### config.mk
export PLATFORM = sky130hd
export DESIGN_NAME = retp_queue
export DESIGN_NICKNAME = d
export VERILOG_FILES = /design/src/rtl/retp_pkg.sv /design/src/rtl/retp_queue.sv
export SDC_FILE = /design/constraint.sdc
export NUM_CORES = 1
export LEC_CHECK = 0
export ABC_AREA = 1
export BUFFER_PORTS_ARGS = -buffer_cell sky130_fd_sc_hd__buf_2
export CAP_MARGIN = 20
export CORE_MARGIN = 10
export CORE_UTILIZATION = 40
export DETAILED_ROUTE_END_ITERATION = 10
export SLEW_MARGIN = 20
export SYNTH_ARGS = -nofsm -noshare
export SYNTH_HDL_FRONTEND = slang
export SYNTH_SLANG_ARGS = --single-unit
### constraint.sdc
create_clock -name i_clk -period 7.65 [get_ports i_clk]
set_clock_uncertainty 0.05 [all_clocks]
set_input_delay 1.9125 -clock i_clk [delete_from_list [all_inputs] [get_ports i_clk]]
set_output_delay 1.9125 -clock i_clk [all_outputs]
set_load 0.01 [all_outputs]
### src/rtl/retp_pkg.sv
// Shared types, constants and codes of the row edge taper padder.
`timescale 1ns / 1ps

package retp_pkg;

    localparam int SAMPLE_W   = 24;
    localparam int SUM_W      = 26;
    localparam int COUNT_W    = 13;
    localparam int PADLEN_W   = 6;
    localparam int STEP_W     = 17;
    localparam int CFG_IDX_W  = 2;
    localparam int CFG_DATA_W = 17;
    localparam int PROD_W     = 52;
    localparam int PAD_PROD_W = 42;

    localparam logic [COUNT_W-1:0]  MAX_ROW_LENGTH = 13'd4096;
    localparam logic [PADLEN_W-1:0] MAX_PAD        = 6'd50;
    localparam logic [STEP_W-1:0]   WEIGHT_ONE     = 17'd65536;

    // ceil(2^27 / 3): exact divide by three for magnitudes below 2^26
    localparam logic [SUM_W-1:0] RECIP3       = 26'd44739243;
    localparam int               RECIP3_SHIFT = 27;

    localparam int QUEUE_DEPTH = 4;

    localparam logic [COUNT_W-1:0]  ROW_LENGTH_RST = 13'd512;
    localparam logic [PADLEN_W-1:0] PAD_LENGTH_RST = 6'd50;
    localparam logic [STEP_W-1:0]   PAD_STEP_RST   = 17'd1285;

    localparam logic [CFG_IDX_W-1:0] REG_ROW_LENGTH = 2'd0;
    localparam logic [CFG_IDX_W-1:0] REG_PAD_LENGTH = 2'd1;
    localparam logic [CFG_IDX_W-1:0] REG_PAD_STEP   = 2'd2;

    // One queue entry: a row sample, plus the row sums when it closes the row.
    typedef struct packed {
        logic signed [SAMPLE_W-1:0] sample;
        logic                       last;
        logic signed [SUM_W-1:0]    start_sum;
        logic signed [SUM_W-1:0]    tail_sum;
        logic [1:0]                 fill;
    } t_entry;

    typedef struct packed {
        logic [PADLEN_W-1:0] pad_length;
        logic [STEP_W-1:0]   pad_step;
    } t_pad_cfg;

    typedef enum logic [2:0] {
        ST_PASS,
        ST_DIV,
        ST_PROD,
        ST_MEAN,
        ST_PAD_MUL,
        ST_PAD_OUT,
        ST_ZERO,
        ST_DONE
    } t_back_state;

endpackage

### src/rtl/retp_queue.sv
// Small FIFO of entries between the front end and the pad sequencer.
`timescale 1ns / 1ps

module retp_queue #(
    parameter int DEPTH = retp_pkg::QUEUE_DEPTH
) (
    input  logic             i_clk,
    input  logic             i_rst_n,
    input  logic             i_push,
    input  retp_pkg::t_entry i_entry,
    output logic             o_full,
    input  logic             i_pop,
    output retp_pkg::t_entry o_head,
    output logic             o_empty
);

    localparam int PTR_W = (DEPTH > 1) ? $clog2(DEPTH) : 1;
    localparam int CNT_W = $clog2(DEPTH + 1);

    retp_pkg::t_entry   r_mem [DEPTH];
    logic [PTR_W-1:0]   r_wr_ptr, r_rd_ptr;
    logic [CNT_W-1:0]   r_count;
    logic               w_push, w_pop;

    assign o_full  = (r_count == CNT_W'(DEPTH));
    assign o_empty = (r_count == '0);
    assign w_push  = i_push && !o_full;
    assign w_pop   = i_pop && !o_empty;
    assign o_head  = r_mem[r_rd_ptr];

    always_ff @(posedge i_clk) begin
        if (w_push) begin
            r_mem[r_wr_ptr] <= i_entry;
        end
    end

    always_ff @(posedge i_clk) begin
        if (!i_rst_n) begin
            r_wr_ptr <= '0;
            r_rd_ptr <= '0;
            r_count  <= '0;
        end else begin
            if (w_push) begin
                r_wr_ptr <= (r_wr_ptr == PTR_W'(DEPTH - 1)) ? '0 : r_wr_ptr + PTR_W'(1);
            end
            if (w_pop) begin
                r_rd_ptr <= (r_rd_ptr == PTR_W'(DEPTH - 1)) ? '0 : r_rd_ptr + PTR_W'(1);
            end
            case ({w_push, w_pop})
                2'b10:   r_count <= r_count + CNT_W'(1);
                2'b01:   r_count <= r_count - CNT_W'(1);
                default: r_count <= r_count;
            endcase
        end
    end

endmodule

==> impl_metrics.tcl, run 1 <==
set metrics [dict create \
    status "finished, final reports clean" \
    rows 63 \
    maxSlewViolCount 0 \
    clk_path_buf_depth 3 \
    cts_tree "done" \
    synth_warnings 0 \
    grt_usage_pct 13.84 \
    place_area_um2 13310 \
    setup_tns_ns 0 \
    tightest_slew_ns 0.8973 \
    start_util_pct 40.80 \
    synthTopCellsByArea "edfxtp_1 78%, nor2_1 5.3%, o21ai_0 4.9%, o22ai_1 4.1%, o21ai_1 1.7%" \
    dieArea_um2 37850 \
    nFillCells 2567 \
    maxCapViolCount 0 \
    viasPerCell 5.126 \
    antenna_found_initial 3 \
    clockRootBuffer "clkbuf_16" \
    hold_buffers 0 \
    power_density_nw_per_um2 353.8 \
    yosys.area_share.adder_pct 0.7802 \
    grt_overflow_total 0 \
    gp_congestion 0.6900 \
    setup_ws_ns 2.480 \
    clk_latency_ns 0.49 \
    synth_compound_area_share_pct 10.79 \
    drt_iter0_drc 361 \
    seq_area_um2 9674 \
    finalHoldViolCount 0 \
    rsz0062_at_grt "no" \
    fp.dieH_um 194.6 \
    p_leak_nw 5.056 \
    synth_top_family_by_area "compound AO/OA/AOI/OAI gates" \
    cp-start-kind "register" \
    min_path_type "register to register" \
    worst_ep_required_time_ns 5.69 \
    grt_pass1_wl_um 42100 \
    grt_start_max_net_pins 83 \
    ys_ff_latch 325 \
    synth_largest_area_cell "edfxtp_1" \
    drcViolationCount 0 \
    numCtsBuffers 35 \
    fmax_mhz 193.4 \
    crit_path_end_kind "primary output" \
    cts-htree-levels 2 \
    io_buffers 163 \
    wl_per_cell_um 19.07 \
    p_total_mw 5.097 \
    vias 7233 \
    multi_input_area_um2 2162 \
    netlist_instances 834 \
    peakVddDrop_mv 0.2995 \
    synth_xor_area_share_pct 0 \
    synth_area_per_cell_um2 14.61 \
    period_minus_slack_ns 5.170 \
    grt_pass1_vias 7338 \
    core_area_um2 29870 \
    clkTransAtPathRegs_ns 0.06 \
    yosysUniqueCellTypes 20 \
    arrival_ns 3.21 \
    die_w_um 194.6 \
    finalNetCount 1086 \
    synth_top_area_share_pct 77.86 \
    synth.area.mux_share_pct 0 \
    slew_headroom_pct 40.18 \
    netlist_area_um2 12190 \
    cts.sinks 325 \
    postRouteAntennaNets 0 \
    cp_max_fo 82 \
    num_io_pins 164 \
    layout-area-overhead-vs-synth_pct 18.21 \
    firstDrtPassIters 4 \
    dp_cells 1349 \
    stdcell_area_um2 14410 \
    period_share_pct 67.58 \
    hpwl_um 15020 \
    critPathKind "register to primary output" \
    postCtsSetupBuffers 0 \
    holdWs_ns 0.4617 \
    synthSimpleGateAreaFrac_pct 5.923 \
    drive_above_1_share_pct 21.96 \
    yosysSeqAreaShare_pct 79.33 \
    place_ws_ns 2.919 \
    stdcell_count 1411 \
    setup_viol 0 \
    wirelength_um 26910 \
    mappedNetlistNets 924 \
    utilization_pct 48.23 \
    ctsResizeCount 0 \
]
cell usage after synthesis:
master / n
ha_1: 6
fa_1: 1
o22ai_1: 79
o21ai_0: 119
buf_6: 14
inv_2: 1
o21ai_1: 41
buf_2: 14
nand3b_1: 1
nand3_1: 2
nand4_1: 1
a21oi_1: 4
clkbuf_2: 2
nand2_1: 15
nor2_1: 171
inv_4: 1
dfxtp_1: 9
inv_1: 17
clkbuf_1: 20
edfxtp_1: 316
metal layers:
layer,routed length [µm],vias up,GRT usage (%)
li1,-,3459,-
met1,12010,3533,18.47
met2,12730,191,22.01
met3,1680,46,3.511
met4,474,4,3.634
met5,21,-,0
final cells by class:
class | instances | share of cell area (%)
tap | 390 | 3.387
clock inverter | 14 | 0.9466
inverter | 19 | 0.5211
sequential | 325 | 67.15
multi-input combinational | 440 | 15.01
clock buffer | 47 | 6.687
timing repair buffer | 175 | 6.287
antenna | 1 | 0.01737
report_power, final:
part,internal [mW],leakage [nW],switching [mW]
logic,0.413,1.55,0.839
registers,2.14,2.97,0.0781
clock network,0.981,0.530,0.647
cells by family after synthesis:
family,Yosys count
compound gates,243
buf+inv,69
fa+ha+maj,7
flops,325
simple gates,190
critical path, stage by stage (launching register included):
cell     delay [ns]
dfxtp_4        0.58
inv_4          0.70
buf_4          0.75
o21ai_0        0.16
o22ai_1        0.24
buf_2          0.19
path summary, 6_finish.rpt:
path                            start                     end  slack [ns]  cells after the start
max                          register               o_head[7]        2.48                      5
min          r_rd_ptr[1]$_SDFFE_PN0P_                register        0.46                      2
max reg2reg   r_count[1]$_SDFFE_PN0P_  r_mem[2][41]$_DFFE_PP_        5.19                      5
min reg2reg  r_rd_ptr[1]$_SDFFE_PN0P_                register        0.46                      2
cell usage in the layout (no fill, tap or decap), types with 10 or more instances in the layout:
master	instances
edfxtp_1	316
nor2_1	167
buf_2	163
o21ai_0	119
o22ai_1	79
o21ai_1	41
clkbuf_16	37
inv_1	17
nand2_1	15
buf_4	12
clkinv_1	10
clkbuf_1	10
flip-flops by register name, indices dropped and copies added (netlist names), named ones only:
signal    count
r_mem       316
r_wr_ptr      2
r_rd_ptr      2
r_count       3
(Power assumes the default switching activity.)
==> run 2, diff against run 1 <==
==> constraint.sdc (replaced) <==
create_clock -name i_clk -period 4.1 [get_ports i_clk]
set_clock_uncertainty 0.05 [all_clocks]
set_input_delay 1.025 -clock i_clk [delete_from_list [all_inputs] [get_ports i_clk]]
set_output_delay 1.025 -clock i_clk [all_outputs]
set_load 0.01 [all_outputs]
==> impl_metrics.tcl, run 2 (synthesis gave the netlist of run 1 again) <==
set metrics [dict create \
    ff2ff_setup_slack_ns 1.96 \
    postRouteAntennaNets 0 \
    worst_ep_required_time_ns 3.02 \
    postCtsSetupBuffers 0 \
    grt_usage_pct 13.81 \
    rows 63 \
    io_buffers 163 \
    period_share_pct 81.89 \
    stdcell_count 1411 \
    start_util_pct 40.80 \
    slew_headroom_pct 41.48 \
    firstDrtPassIters 4 \
    cts_tree "done" \
    rsz0062_at_grt "no" \
    hpwl_um 15030 \
    critPathKind "register to primary output" \
    cp_max_fo 70 \
    setup_viol 0 \
    crit_end "o_head[78]" \
    drcViolationCount 0 \
    ctsResizeCount 0 \
    nFillCells 2610 \
    numCtsBuffers 35 \
    cts.sinks 325 \
    largest_reg_flops 316 \
    final_common_cell "edfxtp_1" \
    utilization_pct 48.14 \
    grt_overflow_total 0 \
    dieArea_um2 37850 \
    maxSlewViolCount 0 \
    layout-area-overhead-vs-synth_pct 18.01 \
    top_register "r_mem" \
    gp_congestion 0.7034 \
    status "finished, final reports clean" \
    viasPerCell 5.138 \
    fp.dieH_um 194.6 \
    wirelength_um 26940 \
    r2r_end "r_count[2]$_SDFFE_PN0P_" \
    reg_top3 "r_mem x316, r_count x3" \
    grt_start_max_net_pins 159 \
    cts-htree-levels 2 \
    r2r_cells 12 \
    hold_buffers 0 \
    p_leak_nw 5.046 \
    place_area_um2 13340 \
    wl_per_cell_um 19.09 \
    max_stage_delay_ns 0.46 \
    p_total_mw 9.360 \
    grt_pass1_vias 7385 \
    vias 7250 \
    tightest_slew_ns 0.8778 \
    peakVddDrop_mv 0.3839 \
    finalNetCount 1088 \
    cp-start-kind "register" \
    grt_pass1_wl_um 42110 \
    drt_iter0_drc 393 \
    crit_path_end_kind "primary output" \
    clk_latency_ns 0.50 \
    final_cell_mix "316 x edfxtp_1, 167 x nor2_1, 163 x buf_2, 119 x o21ai_0, 79 x o22ai_1" \
    stdcell_area_um2 14380 \
    worstReg2RegStart "r_count[1]$_SDFFE_PN0P_" \
    num_io_pins 164 \
    die_w_um 194.6 \
    maxCapViolCount 0 \
    clkTransAtPathRegs_ns 0.06 \
    finalHoldViolCount 0 \
    critPathSlowestCell "inv_4" \
    fmax_mhz 297.8 \
    period_minus_slack_ns 3.357 \
    clockRootBuffer "clkbuf_16" \
    worstPathCellList "inv_4 -> buf_12 -> o21ai_0 -> o22ai_1 -> buf_2" \
    clk_path_buf_depth 3 \
    holdWs_ns 0.4732 \
    core_area_um2 29870 \
    arrival_ns 2.28 \
    drive_above_1_share_pct 22.08 \
    dp_cells 1351 \
    power_density_nw_per_um2 650.8 \
    min_path_type "register to register" \
    antenna_found_initial 4 \
]
==> run 2: worst min-delay path by stage <==
stage | to | from | depth (start not counted)
final | register | r_rd_ptr[1]$_SDFFE_PN0P_ | 2
after global routing | register | r_rd_ptr[1]$_SDFFE_PN0P_ | 2
after CTS | register | r_rd_ptr[1]$_SDFFE_PN0P_ | 2
after detailed placement | register | r_rd_ptr[1]$_SDFFE_PN0P_ | 2
after global placement | register | r_rd_ptr[1]$_SDFFE_PN0P_ | 2
after floorplan | register | r_rd_ptr[1]$_SDFFE_PN0P_ | 2
==> run 2: power breakdown <==
group          total, mW  internal (mW)  switching (mW)
sequential          4.06           3.99          0.0716
combinational       2.45          0.790            1.66
clock               2.85           1.70            1.15
total               9.36           6.48            2.88
==> run 2: worst max-delay path: cells and delay by family, from the launching register on <==
| family | cells | cell delay [ns] |
|---|---|---|
| AO/OA/AOI/OAI | 2 | 0.32 |
| buffers and inverters | 3 | 1.02 |
| flip-flops | 1 | 0.36 |
==> run 2: final cells by class <==
| class | instances | area (µm²) | area share [%] |
|---|---|---|---|
| multi-input cells | 440 | 2162 | 15.03 |
| clock buffers | 47 | 963.4 | 6.699 |
| diodes | 2 | 5.005 | 0.03480 |
| well taps | 390 | 488.0 | 3.393 |
| repair buffers | 177 | 945.9 | 6.577 |
| flip-flops and latches | 325 | 9674 | 67.26 |
| clock inverters | 11 | 70.07 | 0.4872 |
| inverters | 19 | 73.82 | 0.5133 |
==> run 2: per-stage QoR <==
stage	setup WS, ns	TNS (ns)
floorplan	-0.9363	-295.88
global placement	1.272	0
detailed placement	1.227	0
CTS	0.6972	0
global route	0.5355	0
finish	0.7426	0
==> run 2: per-layer routing <==
layer  track usage (%)  wire length, µm  vias up
met5                 0               14        -
met4             3.294              450        4
met3             4.268             1843       37
met2             22.20            12720      173
li1                  -                -     3458
met1             17.89            11910     3578
