$ cat src/rtl/retp_pkg.sv
// Shared types, constants and codes of the row edge taper padder.
`timescale 1ns / 1ps

package retp_pkg;

    localparam int SAMPLE_W   = 24;
    localparam int SUM_W      = 26;
    localparam int COUNT_W    = 13;
    localparam int PADLEN_W   = 6;
    localparam int STEP_W     = 17;
    localparam int CFG_IDX_W  = 2;
    localparam int CFG_DATA_W = 17;
    localparam int PROD_W     = 52;
    localparam int PAD_PROD_W = 42;

    localparam logic [COUNT_W-1:0]  MAX_ROW_LENGTH = 13'd4096;
    localparam logic [PADLEN_W-1:0] MAX_PAD        = 6'd50;
    localparam logic [STEP_W-1:0]   WEIGHT_ONE     = 17'd65536;

    // ceil(2^27 / 3): exact divide by three for magnitudes below 2^26
    localparam logic [SUM_W-1:0] RECIP3       = 26'd44739243;
    localparam int               RECIP3_SHIFT = 27;

    localparam int QUEUE_DEPTH = 4;

    localparam logic [COUNT_W-1:0]  ROW_LENGTH_RST = 13'd512;
    localparam logic [PADLEN_W-1:0] PAD_LENGTH_RST = 6'd50;
    localparam logic [STEP_W-1:0]   PAD_STEP_RST   = 17'd1285;

    localparam logic [CFG_IDX_W-1:0] REG_ROW_LENGTH = 2'd0;
    localparam logic [CFG_IDX_W-1:0] REG_PAD_LENGTH = 2'd1;
    localparam logic [CFG_IDX_W-1:0] REG_PAD_STEP   = 2'd2;

    // One queue entry: a row sample, plus the row sums when it closes the row.
    typedef struct packed {
        logic signed [SAMPLE_W-1:0] sample;
        logic                       last;
        logic signed [SUM_W-1:0]    start_sum;
        logic signed [SUM_W-1:0]    tail_sum;
        logic [1:0]                 fill;
    } t_entry;

    typedef struct packed {
        logic [PADLEN_W-1:0] pad_length;
        logic [STEP_W-1:0]   pad_step;
    } t_pad_cfg;

    typedef enum logic [2:0] {
        ST_PASS,
        ST_DIV,
        ST_PROD,
        ST_MEAN,
        ST_PAD_MUL,
        ST_PAD_OUT,
        ST_ZERO,
        ST_DONE
    } t_back_state;

endpackage

$ cat src/rtl/retp_front.sv
// Front end: row counting, start sum and tail window, builds queue entries.
`timescale 1ns / 1ps

module retp_front (
    input  logic                                i_clk,
    input  logic                                i_rst_n,
    input  logic                                i_accept,
    input  logic signed [retp_pkg::SAMPLE_W-1:0] i_sample,
    input  logic [retp_pkg::COUNT_W-1:0]        i_row_length,
    output retp_pkg::t_entry                    o_entry
);

    logic [retp_pkg::COUNT_W-1:0]         r_count, n_count;
    logic signed [retp_pkg::SUM_W-1:0]    r_start_sum, n_start_sum;
    logic signed [retp_pkg::SAMPLE_W-1:0] r_tw0, r_tw1;
    logic [retp_pkg::COUNT_W-1:0]         w_len;
    logic signed [retp_pkg::SUM_W-1:0]    w_s_ext;
    logic                                 w_last;

    always_comb begin
        if (i_row_length == '0) begin
            w_len = retp_pkg::COUNT_W'(1);
        end else if (i_row_length > retp_pkg::MAX_ROW_LENGTH) begin
            w_len = retp_pkg::MAX_ROW_LENGTH;
        end else begin
            w_len = i_row_length;
        end
    end

    assign w_s_ext = retp_pkg::SUM_W'(i_sample);
    assign n_count = (r_count == '1) ? r_count : r_count + retp_pkg::COUNT_W'(1);
    assign n_start_sum = (r_count < retp_pkg::COUNT_W'(3)) ? r_start_sum + w_s_ext
                                                           : r_start_sum;
    assign w_last = (n_count >= w_len);

    always_comb begin
        o_entry.sample    = i_sample;
        o_entry.last      = w_last;
        o_entry.start_sum = n_start_sum;
        o_entry.tail_sum  = w_s_ext + retp_pkg::SUM_W'(r_tw0) + retp_pkg::SUM_W'(r_tw1);
        o_entry.fill      = (n_count >= retp_pkg::COUNT_W'(3)) ? 2'd3 : n_count[1:0];
    end

    always_ff @(posedge i_clk) begin
        if (!i_rst_n) begin
            r_count     <= '0;
            r_start_sum <= '0;
            r_tw0       <= '0;
            r_tw1       <= '0;
        end else if (i_accept) begin
            if (w_last) begin
                r_count     <= '0;
                r_start_sum <= '0;
                r_tw0       <= '0;
                r_tw1       <= '0;
            end else begin
                r_count     <= n_count;
                r_start_sum <= n_start_sum;
                r_tw0       <= i_sample;
                r_tw1       <= r_tw0;
            end
        end
    end

endmodule

$ cat config.mk
export PLATFORM = sky130hd
export DESIGN_NAME = retp_front
export DESIGN_NICKNAME = d
export VERILOG_FILES = /design/src/rtl/retp_pkg.sv /design/src/rtl/retp_front.sv
export SDC_FILE = /design/constraint.sdc
export NUM_CORES = 1
export LEC_CHECK = 0
export CAP_MARGIN = 25
export CORE_ASPECT_RATIO = 1.75
export CORE_MARGIN = 4
export CORE_UTILIZATION = 30
export DETAILED_ROUTE_END_ITERATION = 7
export DONT_BUFFER_PORTS = 1
export GPL_TIMING_DRIVEN = 0
export SLEW_MARGIN = 5
export SYNTH_ARGS = -nofsm -noshare
export SYNTH_HDL_FRONTEND = slang
export SYNTH_SLANG_ARGS = --single-unit
$ cat constraint.sdc
create_clock -name i_clk -period 10.6 [get_ports i_clk]
set_clock_uncertainty 0.05 [all_clocks]
set_input_delay 1.06 -clock i_clk [delete_from_list [all_inputs] [get_ports i_clk]]
set_output_delay 1.06 -clock i_clk [all_outputs]
set_load 0.01 [all_outputs]
==> flow_summary.toml, run 1 <==
[run_status]
status = "finished clean"

[synth]
ys.flop_type = "dfxtp_1"
synth-seq-cells = 87
ys_seq_area_share_pct = 24.0
yosysUniqueCellTypes = 68
synth_top_family_by_area = "compound AO/OA/AOI/OAI gates"
synth-compound-area-share_pct = 23.6
synth_top_area_share_pct = 24.0
syn_avg_cell_area_um2 = 7.77
ys_async_sr_fraction_pct = 0
synth_cells = 933
synth_area_leader_cell = "dfxtp_1"
synth-xor-area-share_pct = 5.43
synth-edff-count = 0
yosys.area_share.simple_pct = 21.1
synth_area_leaders = "dfxtp_1 24%, ha_1 11%, a21oi_1 7.4%, fa_1 7.2%, nand2_1 6.8%"
yosysWarnings = 0
syn_nets = 1062
synth.mux.area_fraction_pct = 1.19
synthAdderAreaFrac_pct = 18.0
syn_area_um2 = 7250

[layout]
finalNetCount = 1074
final_common_cell = "nand2_1"
layout-drive-gt1-share_pct = 6.21
antenna_cells = 0
final_area_um2 = 7920
final_cell_mix = "132 x nand2_1, 107 x a21oi_1, 87 x dfxtp_1, 75 x nand3_1, 63 x ha_1"
fin_util_pct = 33.1
area_growth_pct = 9.18

[sta]
relSlewSlack_pct = 43.6
min_period_ps = 5330
fmax_mhz = 188
fin_tns_setup_ps = 0
hold_viol = 0
period_share_pct = 50.3
fin_hold_ws_ps = 420
setup_viol = 0
rsz0062_at_grt = "false"
tightest_slew_ps = 847
slew_violations = 0

[floorplan]
die_h_um = 214
start_util_pct = 30.3
die_w_um = 126
fp.coreArea_um2 = 23900
fp.dieArea_um2 = 26800
boundaryPins = 119
num_rows = 75

[global_routing]
grt_pass1_wl_um = 36100
grt_pass1_vias = 6480
grt_max_degree = 15
grt_overflow = 0
antenna_found_initial = 0
grt_usage_pct = 17.1

[placement]
gp_congestion = 0.898
io_buffer_count = 0
dp_hpwl_um = 18700
placed_cell_area_um2 = 7640

[drt]
viasPerCell = 5.38
drc = 0
via_count = 6765
wire_per_inst_um = 18.7
drt-total-wl_um = 23600
drt_iter0_drc = 424
firstDrtPassIters = 5
ant_nets = 0

[clock_tree]
cts_hold_buf = 0
htreeDepth = 3
cts_tree = "built"
clk_latency_ps = 350
cts_buffer_depth = 2
root_buffer = "clkbuf_16"
cts_inserted_buffers = 9
cts_sinks = 87
cts-resized-gates = 0
path_clk_slew_ps = 70
post_cts_buffers = 0

[setup_path]
worst-path-max-fanout = 5
arrival_ps = 4220
rrSetupSlack_ps = 5690
r2r-start = "r_count[3]"
worst_setup_path_end_kind = "primary output"
crit_required_ps = 9490
startpoint_type = "input pin"
crit_type = "in -> out"
r2r-end = "r_start_sum[17]"
reg2reg_depth = 16

[run]
max_cap_viol_count = 0

[worst_hold_path]
worstHoldPathCells = 2
holdPathEnd = "r_tw1[0]"
min_path_type = "reg -> reg"
min-delay-start = "r_tw1[0]"

[power_and_ir_drop]
total_power_mw = 1.08
powerDensity_nw_per_um2 = 137
p_leak_nw = 3.27
ir_worst_vdd_mv = 0.0763
## power by group
group / total, mW / leakage, nW / internal [mW] / switching, mW
clock: 0.306 / 0.134 / 0.167 / 0.138
sequential: 0.371 / 0.712 / 0.350 / 0.0207
combinational: 0.406 / 2.42 / 0.151 / 0.255
total: 1.08 / 3.27 / 0.669 / 0.414
## metrics by stage
stage	std cells	worst slack [ps]
floorplan	933	5840
global placement	1241	5300
detailed placement	1242	5290
CTS	1258	5270
global route	1258	5060
finish	1258	5270
## cell type report
cell class,instances,area (µm²)
Tap cell,308,385
Clock buffer,13,250
Sequential cell,87,1740
Clock inverter,3,26.3
Buffer,77,384
Timing Repair Buffer,1,3.75
Multi-Input combinational cell,743,5030
Inverter,26,97.6
Fill cell,2545,16000
## critical path: stages
cell and delay, ps:
fa_1 460, ha_1 240, fa_1 420, a21o_1 190
a21boi_0 300, o21ai_0 190, a41oi_1 340, o2111ai_1 280
a31o_2 330, a21oi_1 170, xnor2_1 230
## state kept, by name (all words and copies together) (netlist names)
signal       flops
r_count         13
r_start_sum     26
r_tw1           24
r_tw0           24
## per-layer routing
metal  global-route usage, %  up-vias  share of wire [%]
met1                    17.6     3195                 36
met4                    8.53        0                4.0
met5                       0        -                  0
met3                    4.29       44                6.3
li1                        -     3353                  -
met2                    32.0      173                 54
## worst max path at each step
stage / from / endpoint / cells after the start
3_3_place_gp: i_sample[1] / o_entry[25] / 11
5_1_grt: i_sample[1] / o_entry[25] / 11
3_5_place_dp: i_sample[1] / o_entry[25] / 11
6_report: i_sample[1] / o_entry[25] / 11
4_1_cts: i_sample[1] / o_entry[25] / 11
2_1_floorplan: i_sample[1] / o_entry[25] / 11
## logic make-up (layout without fill, tap and decap cells)
family / Yosys count / count (layout)
DFF: 87 / 87
xor gates and xnor gates: 45 / 45
and+or+nand+nor: 329 / 329
buffers and inverters: 103 / 120
adders and majority gates: 89 / 89
AOI/OAI and AO/OA: 272 / 272
muxes: 8 / 8
## synthesized netlist by cell type (5+ instances only)
cell type	number
a211oi_1	11
a21o_1	16
a21oi_1	107
a22oi_1	13
a31oi_1	13
and3_1	7
buf_1	5
buf_4	25
clkbuf_1	46
dfxtp_1	87
fa_1	26
ha_1	63
inv_1	24
mux2_2	5
nand2_1	132
nand2b_1	10
nand3_1	75
nand4_1	7
nor2_1	49
nor2b_1	6
nor3_1	17
nor4_1	6
o21a_1	11
o21ai_0	37
o21ai_1	5
o21bai_1	7
o31ai_1	10
xnor2_1	28
xor2_1	17
No activity file was read; power rests on OpenSTA's default activity.
==> run 2, diff against run 1 <==
Clock period 10.6 ns to 5 ns, I/O delays scaled along.
==> flow_summary.toml, run 2 (synthesis results as in run 1) <==
[placement]
gp_congestion = 0.898
io_buffer_count = 0
pre_cts_ws_ps = 177
dp_hpwl_um = 18700
dp_cells = 1242

[sta]
rsz0062_at_grt = "false"
setup_viol = 0
period_share_pct = 91.1
fin_tns_setup_ps = 0
slew_violations = 0
setup_ws_ps = 443
min_period_ps = 4560
relSlewSlack_pct = 44.7
fmax_mhz = 219
hold_viol = 0
tightest_slew_ps = 817

[clock_tree]
cts_inserted_buffers = 9
cts_tree = "built"
path_clk_slew_ps = 70
htreeDepth = 3
cts_hold_buf = 0
clk_latency_ps = 350
cts_sinks = 87
cts_buffer_depth = 2
root_buffer = "clkbuf_16"

[setup_path]
crit_required_ps = 5250
worst-path-max-fanout = 9
worst_setup_path_end_kind = "flip-flop"
startpoint_type = "flip-flop"
arrival_ps = 4800
crit_type = "reg -> reg"

[global_routing]
grt_usage_pct = 17.1
grt_pass1_vias = 6480
grt_max_degree = 15
grt_pass1_wl_um = 36100
grt_overflow = 0
antenna_found_initial = 0

[layout]
nFillCells = 2551
finalNetCount = 1074
final_cell_mix = "132 x nand2_1, 107 x a21oi_1, 87 x dfxtp_1, 75 x nand3_1, 63 x ha_1"
fin_cells = 1258
largestRegisters = "r_start_sum x26, r_tw0 x24, r_tw1 x24"
final_common_cell = "nand2_1"
largest_reg_flops = 26
layout-drive-gt1-share_pct = 6.74
area_growth_pct = 9.49
register_area_um2 = 1740
top_register = "r_start_sum"
antenna_cells = 0
multi_input_comb_area_um2 = 5050

[power_and_ir_drop]
total_power_mw = 2.30
swShare_pct = 38.3
p_leak_nw = 3.28
powerDensity_nw_per_um2 = 289
ir_worst_vdd_mv = 0.162
switchingPower_mw = 0.879
clkPwrFrac_pct = 28.2
p_int_mw = 1.42
pwr-share-seq_pct = 34.2
pwr-share-comb_pct = 37.6

[floorplan]
die_w_um = 126
start_util_pct = 30.3
fp.coreArea_um2 = 23900
boundaryPins = 119
fp.dieArea_um2 = 26800
die_h_um = 214
num_rows = 75

[drt]
drc = 0
viasPerCell = 5.43
via_count = 6825
ant_nets = 0
wire_per_inst_um = 18.8
drt_iter0_drc = 443
firstDrtPassIters = 5
drt-total-wl_um = 23600

[run_status]
status = "finished clean"

[worst_hold_path]
min_path_type = "in -> reg"

[run]
max_cap_viol_count = 0
run 2: critical path: stages, from the launching register on:
cell and delay [ps]:
dfxtp_1 300, clkbuf_1 190, and3_1 240, and4_1 190, clkbuf_1 210, a211oi_4 440
nand4_1 360, nor2_1 220, xor2_1 260, ha_1 290, a211o_1 280, o22ai_1 140
a21o_1 170, inv_2 120, o21ai_2 440, and2_0 440, a32o_1 180
run 2: per-layer routing:
metal	vias to the layer above	GRT usage [%]	share of wire (%)
li1	3351	-	-
met1	3251	17.6	36
met2	179	32.0	54
met3	44	4.29	6.1
met4	0	8.53	3.7
met5	-	0	0
run 2: area by class of cell:
class                      instances  share of cell area (%)
buffer                            77                    4.90
clock buffer                      13                    3.15
multi-input combinational        743                    63.6
clock inverter                     3                   0.331
sequential                        87                    21.9
tap                              308                    4.85
inverter                          26                    1.23
timing repair buffer               1                  0.0473
run 2: path summary, 6_finish.rpt:
| path | startpoint | end | slack [ps] | cells past startpoint |
|---|---|---|---|---|
| worst max-delay path | r_count[3] | r_start_sum[17] | 440 | 16 |
| worst min-delay path | i_sample[5] | r_tw0[5] | 260 | 2 |
| worst max register to register | r_count[3] | r_start_sum[17] | 440 | 16 |
| worst min register to register | r_tw1[0] | r_tw1[0] | 420 | 2 |
run 2: power groups by stage:
stage | logic, mW | registers (mW) | clock network, mW
2_1_floorplan | 0.677 | 0.789 | 0
3_3_place_gp | 0.858 | 0.800 | 0
3_5_place_dp | 0.868 | 0.802 | 0
4_1_cts | 0.873 | 0.786 | 0.656
5_1_grt | 0.970 | 0.792 | 0.686
6_report | 0.863 | 0.786 | 0.648
run 2: per-stage QoR:
step           instance area [µm²]  hold WS [ps]  util [%]
2_1_floorplan                 7250           391         -
3_3_place_gp                  7640           412      31.9
3_5_place_dp                  7640           416      31.9
4_1_cts                       7920           251      33.1
5_1_grt                       7940           255      33.2
6_report                      7940           258      33.2
run 2: timing repair:
action / 4_1_cts / 5_1_grt
resized for setup: 0 / 10
buffers inserted: 0 / 0
setup endpoints to repair: 0 / 68
==> run 3, diff against run 2 <==
Settings changed: PLACE_DENSITY from default to 0.55.
==> flow_summary.toml, run 3 (synthesis results as in run 1) <==
[run_status]
status = "finished clean"

[power_and_ir_drop]
p_leak_nw = 3.31
powerDensity_nw_per_um2 = 301
ir_worst_vdd_mv = 0.163

[sta]
relSlewSlack_pct = 43.3
fmax_mhz = 216
setup_viol = 0
fin_tns_setup_ps = 0
hold_viol = 0
min_period_ps = 4640
tightest_slew_ps = 848
rsz0062_at_grt = "false"
period_share_pct = 92.8
slew_violations = 0

[run]
max_cap_viol_count = 0

[global_routing]
grt_usage_pct = 17.3
grt_pass1_wl_um = 36300
antenna_found_initial = 0
grt_overflow = 0
grt_max_degree = 17
grt_pass1_vias = 6599

[setup_path]
crit_type = "reg -> reg"
cp_slowest_cell = "a211oi_2"
crit_required_ps = 5240
path_cells = "clkbuf_1, and3_1, and4_1, clkbuf_1, a211oi_2, nand4_1, nor2_1, xor2_1, ha_1, a211o_1, o22ai_1, a21o_1, inv_2, o21ai_2, and2_0, a32o_1"
startpoint_type = "flip-flop"
worst_setup_path_end_kind = "flip-flop"
arrival_ps = 4880
cp_common_cell = "clkbuf_1"
cp_slowest_stage_delay_ps = 480
worst-path-max-fanout = 9

[drt]
wire_per_inst_um = 18.8
firstDrtPassIters = 5
ant_nets = 0
drt-total-wl_um = 23600
drt_iter0_drc = 266
drc = 0
via_count = 6761
viasPerCell = 5.37

[placement]
io_buffer_count = 0
gp_congestion = 0.856
dp_hpwl_um = 18800
placed_cell_area_um2 = 7650

[layout]
final_cell_mix = "132 x nand2_1, 107 x a21oi_1, 87 x dfxtp_1, 75 x nand3_1, 63 x ha_1"
area_growth_pct = 10.2
top_register = "r_start_sum"
largest_reg_flops = 26
final_area_um2 = 7990
layout-drive-gt1-share_pct = 6.95
final_common_cell = "nand2_1"
largestRegisters = "r_start_sum x26, r_tw0 x24, r_tw1 x24"
finalNetCount = 1074
antenna_cells = 0

[floorplan]
die_h_um = 214
num_rows = 75
boundaryPins = 119
start_util_pct = 30.3
fp.coreArea_um2 = 23900
die_w_um = 126
fp.dieArea_um2 = 26800

[clock_tree]
clk_latency_ps = 350
htreeDepth = 3
cts_inserted_buffers = 9
root_buffer = "clkbuf_16"
cts_sinks = 87
cts_tree = "built"
path_clk_slew_ps = 70
cts_buffer_depth = 2

[worst_hold_path]
min_path_type = "in -> reg"
## run 3: cell type report
type                    instances  area, µm²
clock buffers                  10        229
clock inverters                 6        100
inverters                      26       97.6
flip-flops and latches         87       1740
well taps                     308        385
repair buffers                  1       10.0
fillers                      2579      15900
multi-input cells             743       5040
plain buffers                  77        388
## run 3: power breakdown
group / switching, mW / leakage (nW) / total [mW] / internal (mW)
sequential: 0.0435 / 0.712 / 0.786 / 0.742
clock: 0.314 / 0.161 / 0.762 / 0.448
combinational: 0.539 / 2.43 / 0.860 / 0.321
## run 3: what timing repair did
item,4_1_cts,5_1_grt
buffers inserted,0,0
endpoints found under the setup margin,0,50
gates resized for setup,0,8
hold buffers,0,0
hold endpoints to repair,0,0
## run 3: per-stage QoR
| step | utilization, % | hold WS [ps] | setup slack (ps) | cells | power (mW) |
|---|---|---|---|---|---|
| finish | 33.4 | 258 | 361 | 1258 | 2.41 |
| CTS | 33.3 | 246 | 158 | 1258 | 2.44 |
| global route | 33.4 | 241 | 28.4 | 1258 | 2.57 |
| detailed placement | 32.0 | 407 | 187 | 1242 | 1.67 |
| floorplan | - | 391 | 1290 | 933 | 1.47 |
| global placement | 31.9 | 401 | 194 | 1241 | 1.66 |
## run 3: critical path, delay by kind of cell (launching register included)
kind | cells | cell delay, ps
AOI/OAI and AO/OA | 6 | 1700
xor gates and xnor gates | 1 | 260
adders and majority gates | 1 | 290
buffers and inverters | 3 | 530
DFF | 1 | 300
and+or+nand+nor | 5 | 1450
## run 3: worst paths after layout
check,to,slack [ps],cells after the start,startpoint
worst max register to register,r_start_sum[17],360,16,r_count[3]
worst max-delay path,r_start_sum[17],360,16,r_count[3]
worst min-delay path,r_tw0[19],260,2,i_sample[19]
worst min register to register,r_tw1[0],410,2,r_tw1[0]
## run 3: per-layer routing
metal	global-route usage, %	wire [µm]	vias to the layer above
met5	0	0	-
met4	7.04	899	0
met3	3.84	1260	39
met2	33.5	12600	166
met1	17.9	8870	3202
li1	-	-	3354
